[src/rtl/baro_altitude_pairing_table_macros.svh]
`ifndef BARO_ALTITUDE_PAIRING_TABLE_MACROS_SVH
`define BARO_ALTITUDE_PAIRING_TABLE_MACROS_SVH
// implication checked on every clock edge outside reset
`define BAPT_ASSERT_IMP(label, ante, cons, msg) \
  label: assert property (@(posedge clk) disable iff (!rst_n) (ante) |-> (cons)) else $error(msg);
// next-cycle implication
`define BAPT_ASSERT_NXT(label, ante, cons, msg) \
  label: assert property (@(posedge clk) disable iff (!rst_n) (ante) |=> (cons)) else $error(msg);
`endif

[src/rtl/bapt_pkg.sv]
package bapt_pkg;
  localparam int TableDepth = 512;
  localparam int LevelOffset = 33;
  localparam int IdxW = $clog2(TableDepth);
  localparam int CmPerLevel = 3048;

  localparam logic [1:0] OP_GEO = 2'd0;
  localparam logic [1:0] OP_PRESS = 2'd1;
  localparam logic [1:0] OP_SWEEP = 2'd2;
  localparam logic [1:0] OP_QUERY = 2'd3;

  localparam logic [2:0] REG_WINDOW = 3'd0;
  localparam logic [2:0] REG_MAX_AGE = 3'd1;
  localparam logic [2:0] REG_MATCH = 3'd2;
  localparam logic [2:0] REG_MIN_ALT = 3'd3;
  localparam logic [2:0] REG_MAX_ALT = 3'd4;

  localparam logic [2:0] CMD_NONE = 3'd0;
  localparam logic [2:0] CMD_STORE = 3'd1;
  localparam logic [2:0] CMD_SWEEP = 3'd2;
  localparam logic [2:0] CMD_QUERY = 3'd3;
  localparam logic [2:0] CMD_QNONE = 3'd4;

  typedef struct packed {
    logic [2:0] cmd;
    logic [IdxW-1:0] idx;
    logic signed [20:0] geo;
    logic signed [20:0] press;
    logic [31:0] stamp;
  } cmd_t;
endpackage

[src/rtl/bapt_front.sv]
module bapt_front (
  input  logic                 clk,
  input  logic                 rst_n,
  input  logic                 in_valid,
  output logic                 in_stall,
  input  logic [1:0]           in_op,
  input  logic signed [20:0]   in_altitude_cm,
  input  logic                 in_altitude_finite,
  input  logic [31:0]          in_now_s,
  input  logic [7:0]           win_s,
  input  logic signed [20:0]   min_alt,
  input  logic signed [20:0]   max_alt,
  output logic                 q_valid,
  input  logic                 q_pop,
  output bapt_pkg::cmd_t       q_cmd
);
  import bapt_pkg::*;
  // single-entry queue plus the level-computation states S_PAIR and S_DIV
  localparam logic [1:0] S_IDLE = 2'd0;
  localparam logic [1:0] S_DIV = 2'd1;
  localparam logic [1:0] S_PAIR = 2'd2;

  logic [1:0] st_r, st_nxt;
  logic pg_v_r, pp_v_r;
  logic signed [20:0] pg_alt_r, pp_alt_r;
  logic [31:0] pg_t_r, pp_t_r;
  logic qv_r;
  cmd_t qc_r;
  logic [21:0] rem_r;
  logic [35:0] prod;
  logic [9:0] quo;
  logic [31:0] gap;
  logic acc, ok, is_sample, pairable;
  logic [21:0] num;
  logic signed [11:0] lvl;
  logic signed [12:0] idx_full;

  assign in_stall = qv_r || (st_r != S_IDLE);
  assign acc = in_valid && !in_stall;
  assign is_sample = (in_op == OP_GEO) || (in_op == OP_PRESS);
  assign ok = in_altitude_finite && (in_altitude_cm >= min_alt)
              && (in_altitude_cm <= max_alt);
  assign q_valid = qv_r;
  assign q_cmd = qc_r;
  assign gap = (pg_t_r >= pp_t_r) ? pg_t_r - pp_t_r : pp_t_r - pg_t_r;
  assign pairable = pg_v_r && pp_v_r && gap <= 32'(win_s);
  assign num = pp_alt_r[20] ? 22'(-{pp_alt_r[20], pp_alt_r}) : 22'({1'b0, pp_alt_r});
  // x / 6096 as ((x >> 4) * ceil(2^26 / 381)) >> 26, exact for x < 2^22
  assign prod = 36'(rem_r[21:4]) * 36'd176139;
  assign quo = prod[35:26];
  assign lvl = pp_alt_r[20] ? -$signed({2'b0, quo}) : $signed({2'b0, quo});
  assign idx_full = 13'(lvl) + 13'(LevelOffset);

  always_comb begin
    st_nxt = st_r;
    case (st_r)
      S_IDLE: if (acc && is_sample && ok) st_nxt = S_PAIR;
      S_PAIR: st_nxt = pairable ? S_DIV : S_IDLE;
      S_DIV: st_nxt = S_IDLE;
      default: st_nxt = S_IDLE;
    endcase
  end

  always_ff @(posedge clk) begin
    if (!rst_n) begin
      st_r <= S_IDLE;
      pg_v_r <= 1'b0;
      pp_v_r <= 1'b0;
      qv_r <= 1'b0;
      pg_alt_r <= '0;
      pp_alt_r <= '0;
      pg_t_r <= '0;
      pp_t_r <= '0;
    end else begin
      st_r <= st_nxt;
      if (q_pop) qv_r <= 1'b0;
      case (st_r)
        S_IDLE: begin
          if (acc) begin
            if (is_sample) begin
              if (ok) begin
                if (in_op == OP_GEO) begin
                  pg_v_r <= 1'b1; pg_alt_r <= in_altitude_cm; pg_t_r <= in_now_s;
                end else begin
                  pp_v_r <= 1'b1; pp_alt_r <= in_altitude_cm; pp_t_r <= in_now_s;
                end
              end else begin
                qv_r <= 1'b1;
                qc_r.cmd <= CMD_NONE;
              end
            end else begin
              qv_r <= 1'b1;
              qc_r.cmd <= (in_op == OP_SWEEP) ? CMD_SWEEP :
                          (in_altitude_finite ? CMD_QUERY : CMD_QNONE);
              qc_r.geo <= in_altitude_cm;
              qc_r.stamp <= in_now_s;
            end
          end
        end
        S_PAIR: begin
          // 2 * |pressure| + 3048, divided by 6096 in the next cycle
          rem_r <= {num[20:0], 1'b0} + 22'(CmPerLevel);
          if (!pairable) begin
            qv_r <= 1'b1;
            qc_r.cmd <= CMD_NONE;
          end
        end
        S_DIV: begin
          qv_r <= 1'b1;
          qc_r.cmd <= (idx_full >= 0 && idx_full < 13'(TableDepth)) ? CMD_STORE : CMD_NONE;
          qc_r.idx <= IdxW'(idx_full);
          qc_r.geo <= pg_alt_r;
          qc_r.press <= pp_alt_r;
          qc_r.stamp <= pp_t_r;
          pg_v_r <= 1'b0; pp_v_r <= 1'b0;
          pg_alt_r <= '0; pp_alt_r <= '0; pg_t_r <= '0; pp_t_r <= '0;
        end
        default: ;
      endcase
    end
  end

`include "baro_altitude_pairing_table_macros.svh"
  `BAPT_ASSERT_IMP(a_stall_busy, st_r != S_IDLE, in_stall, "front accepted while busy")
  `BAPT_ASSERT_NXT(a_pair_clears, st_r == S_DIV, !pg_v_r && !pp_v_r && qv_r, "pair not cleared")
  `BAPT_ASSERT_IMP(a_queue_busy, qv_r, st_r == S_IDLE, "queue full during pairing")
endmodule

[config.mk]
export PLATFORM = sky130hd
export DESIGN_NAME = bapt_front
export DESIGN_NICKNAME = d
export VERILOG_FILES = /design/src/rtl/bapt_pkg.sv /design/src/rtl/bapt_front.sv
export VERILOG_INCLUDE_DIRS = /design/src /design/src/rtl
export SDC_FILE = /design/constraint.sdc
export NUM_CORES = 1
export LEC_CHECK = 0
export BUFFER_PORTS_ARGS = -buffer_cell sky130_fd_sc_hd__buf_4
export CAP_MARGIN = 15
export CORE_UTILIZATION = 55
export CTS_BUF_LIST = sky130_fd_sc_hd__clkbuf_8
export DETAILED_ROUTE_END_ITERATION = 6
export PLACE_DENSITY = 0.75
export SKIP_LAST_GASP = 1
export SYNTH_ARGS = -nofsm -noshare
export SYNTH_HDL_FRONTEND = slang
export SYNTH_SLANG_ARGS = --single-unit
[constraint.sdc]
create_clock -name clk -period 8.97 [get_ports clk]
set_clock_uncertainty 0.15 [all_clocks]
set_input_delay 1.794 -clock clk [delete_from_list [all_inputs] [get_ports clk]]
set_output_delay 1.794 -clock clk [all_outputs]
set_load 0.05 [all_outputs]
==> metrics list <==
- Run status: complete, no violations
* Critical path endpoint category: flip-flop
- Share of the yosys chip area belonging to registers: 0.284
- In this run the static leakage power is 9.75 nW.
- Wirelength per Cell: roughly 18 um
* Worst Setup Start Kind: flip-flop
- Post-synthesis net count: 2,457
* Via density: 5.79
* P per Cell Area: 132 mW/mm^2
- After detailed routing, the total wire length is 48,400 um.
- At the end of the flow, the number of nets in the layout was between 2,000 and 3,000.
- The clock passes through at most 3 buffers.
- The average instance in the mapped netlist occupies ~9.4 um^2.
- Number of endpoints with negative hold slack in the final report: 0
- Async set or reset register ratio after synthesis: 0
- The worst-case IR drop observed on VDD is between 100 and 150 uV.
- After global routing the overflow that remains totals 0.
- The multi-input combinational cells in the finished layout cover a total of 0.0121 mm^2.
- Hold crit path type: flip-flop to flip-flop
* Arrival @ worst endpoint: 7.75 ns
- Number of synthesized register bits: between 200 and 250
- At the later pin of the worst-skew pair, clock insertion delay measures approximately 0.57 ns.
* Total clock buffers created by CTS: 38
- Vias after detailed routing: around 15,000
- Final std cell area, no fill: about 0.021 mm^2
* Starting utilization of the core area: 0.560
- Fill cell instance count of the final layout: 2,813
* Via count of the first global-routing pass: around 15,000
- Across every metal layer, demand over resource in global routing totals 0.274.
- Static timing analysis puts the maximum clock frequency at 132 MHz.
- Setup TNS after final layout: 0 ns
* Cell area after technology mapping: 0.0188 mm^2
- Across the run, the number of max-cap violations was 0.
- For this run, the slowest stage of the critical path takes 0.57 ns.
- Cell with the biggest individual delay on the critical path: fa_1
- Unrepaired setup endpoints after global routing: false
- Along the worst path, the maximum fanout reaches 5.
* Largest net degree at the start of global routing: 74
- Die Outline Area: 0.0350 mm^2
- Number of antenna violations at the first check in global routing: 1
- After clock tree synthesis, the clock-pin slew on the worst setup and hold paths is 0.06 ns.
* Count of buffers added by post-CTS timing repair for setup: 0
- Cts hold-fix bufs: 0
* Number of search-and-repair iterations in the first detailed-routing pass: 5
* Ranking of synthesized cells by instance count: 288 x inv_1, 281 x ha_1, 125 x nor2b_1
- In the final layout, flip-flops and latches occupy 0.00535 mm^2.
- From left edge to right edge, the die measures ~190 um.
- The detailed router finished its first iteration with 1,006 violations.
- The most used flip-flop cell after synthesis is dfxtp_1.
- In the routed design, unresolved DRC markers number 0.
* Final antenna-violating net count: 0
- The core region is 0.0336 mm^2.
- Setup violations remaining at the end of the flow were counted as 0.
- Largest cells by area after synthesis: ha_1 19%, edfxtp_1 17%, dfxtp_1 12%, fa_1 6.3%, inv_1 5.7%
- Among all cell types in the netlist, the one instantiated most often is inv_1.
- Of the post-synthesis cell area, the dominant cell type holds 0.187.
- Of the available clock period, the critical path in the final layout requires 0.847.
- The synthesized netlist contains 99 unique library cells.
- CTS saw 215 sinks.
* Warning count from the yosys run: 0
* IO Pins: 198
- The clock tree synthesis step divided the H-tree into 2 levels.
- Final number of max-transition violations: 0
* Final HPWL from detailed placement: 37,900 um
- Required time of the critical path: 9.12 ns
- The root buffer cell chosen for the clock tree is clkbuf_8.
- For the pin with the worst max-slew slack, the measured transition is ~0.85 ns.
* Placer's final routability congestion estimate: roughly 1
* Number of port buffers: 197
- Number of standard-cell rows in the floorplan: 67
- Biggest area consumer among synthesized cells: ha_1
- The synthesized design contains around 100 enable-type register cells.
* Layout area overhead: 13.5%
* R2R Setup Slk: about 1.4 ns
- Post-layout minimum cycle time: 7.60 ns
- CP Class: flip-flop to flip-flop
- Global-route wire length before repair: 78,000 um
- Cts repair resizes: 0
* Fraction of layout instances using a drive strength above 1: 0.166
* Gate count after technology mapping: 2,007
- The die is 187 um tall.
* Headroom to the max-slew limit: 0.432
* Clock tree from TritonCTS: built
* Cell Area, Placed: 0.0206 mm^2
## logic make-up (layout without fill, tap and decap cells)
kind of cell / after synthesis / in the layout / share of synthesized area
AOI/OAI and AO/OA: 504 / 504 / 0.185
and+or+nand+nor: 423 / 423 / 0.124
buffers and inverters: 374 / 565 / 0.0779
adders and majority gates: 340 / 340 / 0.250
DFF: 215 / 215 / 0.284
xor gates and xnor gates: 80 / 80 / 0.0376
muxes: 71 / 71 / 0.0413
other: 0 / 1 / 0
## worst paths after layout
| path | startpoint | to | cells after the start |
|---|---|---|---|
| min reg2reg | pp_v_r | pp_v_r | 1 |
| min | pp_v_r | pp_v_r | 1 |
| max | rem_r[6] | q_cmd[83] | 29 |
| max reg2reg | rem_r[6] | q_cmd[83] | 29 |
## cell type report
class / count / area share
Sequential cell: 215 / 0.250
Clock inverter: 24 / 0.00650
Tap cell: 448 / 0.0262
Clock buffer: 45 / 0.0290
Multi-Input combinational cell: 1418 / 0.564
Timing Repair Buffer: 207 / 0.0727
Antenna cell: 1 / 0.000117
Inverter: 289 / 0.0508
## stage by stage
step,hold WS [ns],utilization,cells,worst slack [ns],total power [mW]
after global placement,0.334,0.613,2577,1.59,1.90
after detailed placement,0.341,0.613,2577,1.41,1.92
after CTS,0.360,0.636,2646,1.38,2.84
after global routing,0.396,0.636,2646,0.814,2.97
after floorplan,0.256,-,2007,1.97,1.69
final,0.363,0.636,2647,1.37,2.83
## worst max-delay path: cells and delay by family (launching register included)
| kind | cells | cell delay (ns) |
|---|---|---|
| compound gates | 9 | 1.62 |
| xor+xnor | 1 | 0.34 |
| fa+ha+maj | 9 | 3.86 |
| buf+inv | 5 | 0.32 |
| flops | 1 | 0.50 |
| simple gates | 5 | 0.55 |
## routing by layer
| layer | GRT usage | part of all wire | wire [um] | vias to the layer above |
|---|---|---|---|---|
| li1 | - | - | - | 7414 |
| met3 | 0.0439 | 0.055 | 2660 | 97 |
| met5 | 0 | 0 | 0 | - |
| met1 | 0.361 | 0.45 | 22000 | 7371 |
| met2 | 0.456 | 0.46 | 22300 | 450 |
| met4 | 0.0962 | 0.031 | 1480 | 0 |
## power breakdown
group | leakage, nW | switching (mW) | internal [mW]
registers | 1.85 | 0.00993 | 1.05
clock network | 0.430 | 0.428 | 0.489
logic | 7.47 | 0.504 | 0.347
## flip-flops by register name, summed over array words and instances, names as in the netlist
register,cells
pg_alt_r,21
pg_t_r,32
pg_v_r,1
pp_alt_r,21
pp_t_r,32
pp_v_r,1
q_cmd,86
q_valid,1
rem_r,18
st_r,2
## layout by cell type, fill, tap and decap left out, types with 15 or more instances in the layout
cell / count
mux2_2: 54
clkbuf_8: 45
o21ai_0: 73
nor2b_1: 123
nand3_1: 27
fa_1: 59
xor2_1: 32
o21bai_1: 15
mux2i_1: 17
inv_1: 297
a21oi_1: 106
edfxtp_1: 104
xnor2_1: 47
nand2b_1: 19
dfxtp_1: 111
a22oi_1: 108
nor3_1: 20
nor2_1: 57
buf_4: 207
o211ai_1: 16
o21a_1: 18
ha_1: 280
nand4_1: 31
nand2_1: 81
a21o_1: 64
Note: power is estimated with default switching activity, not from simulation.
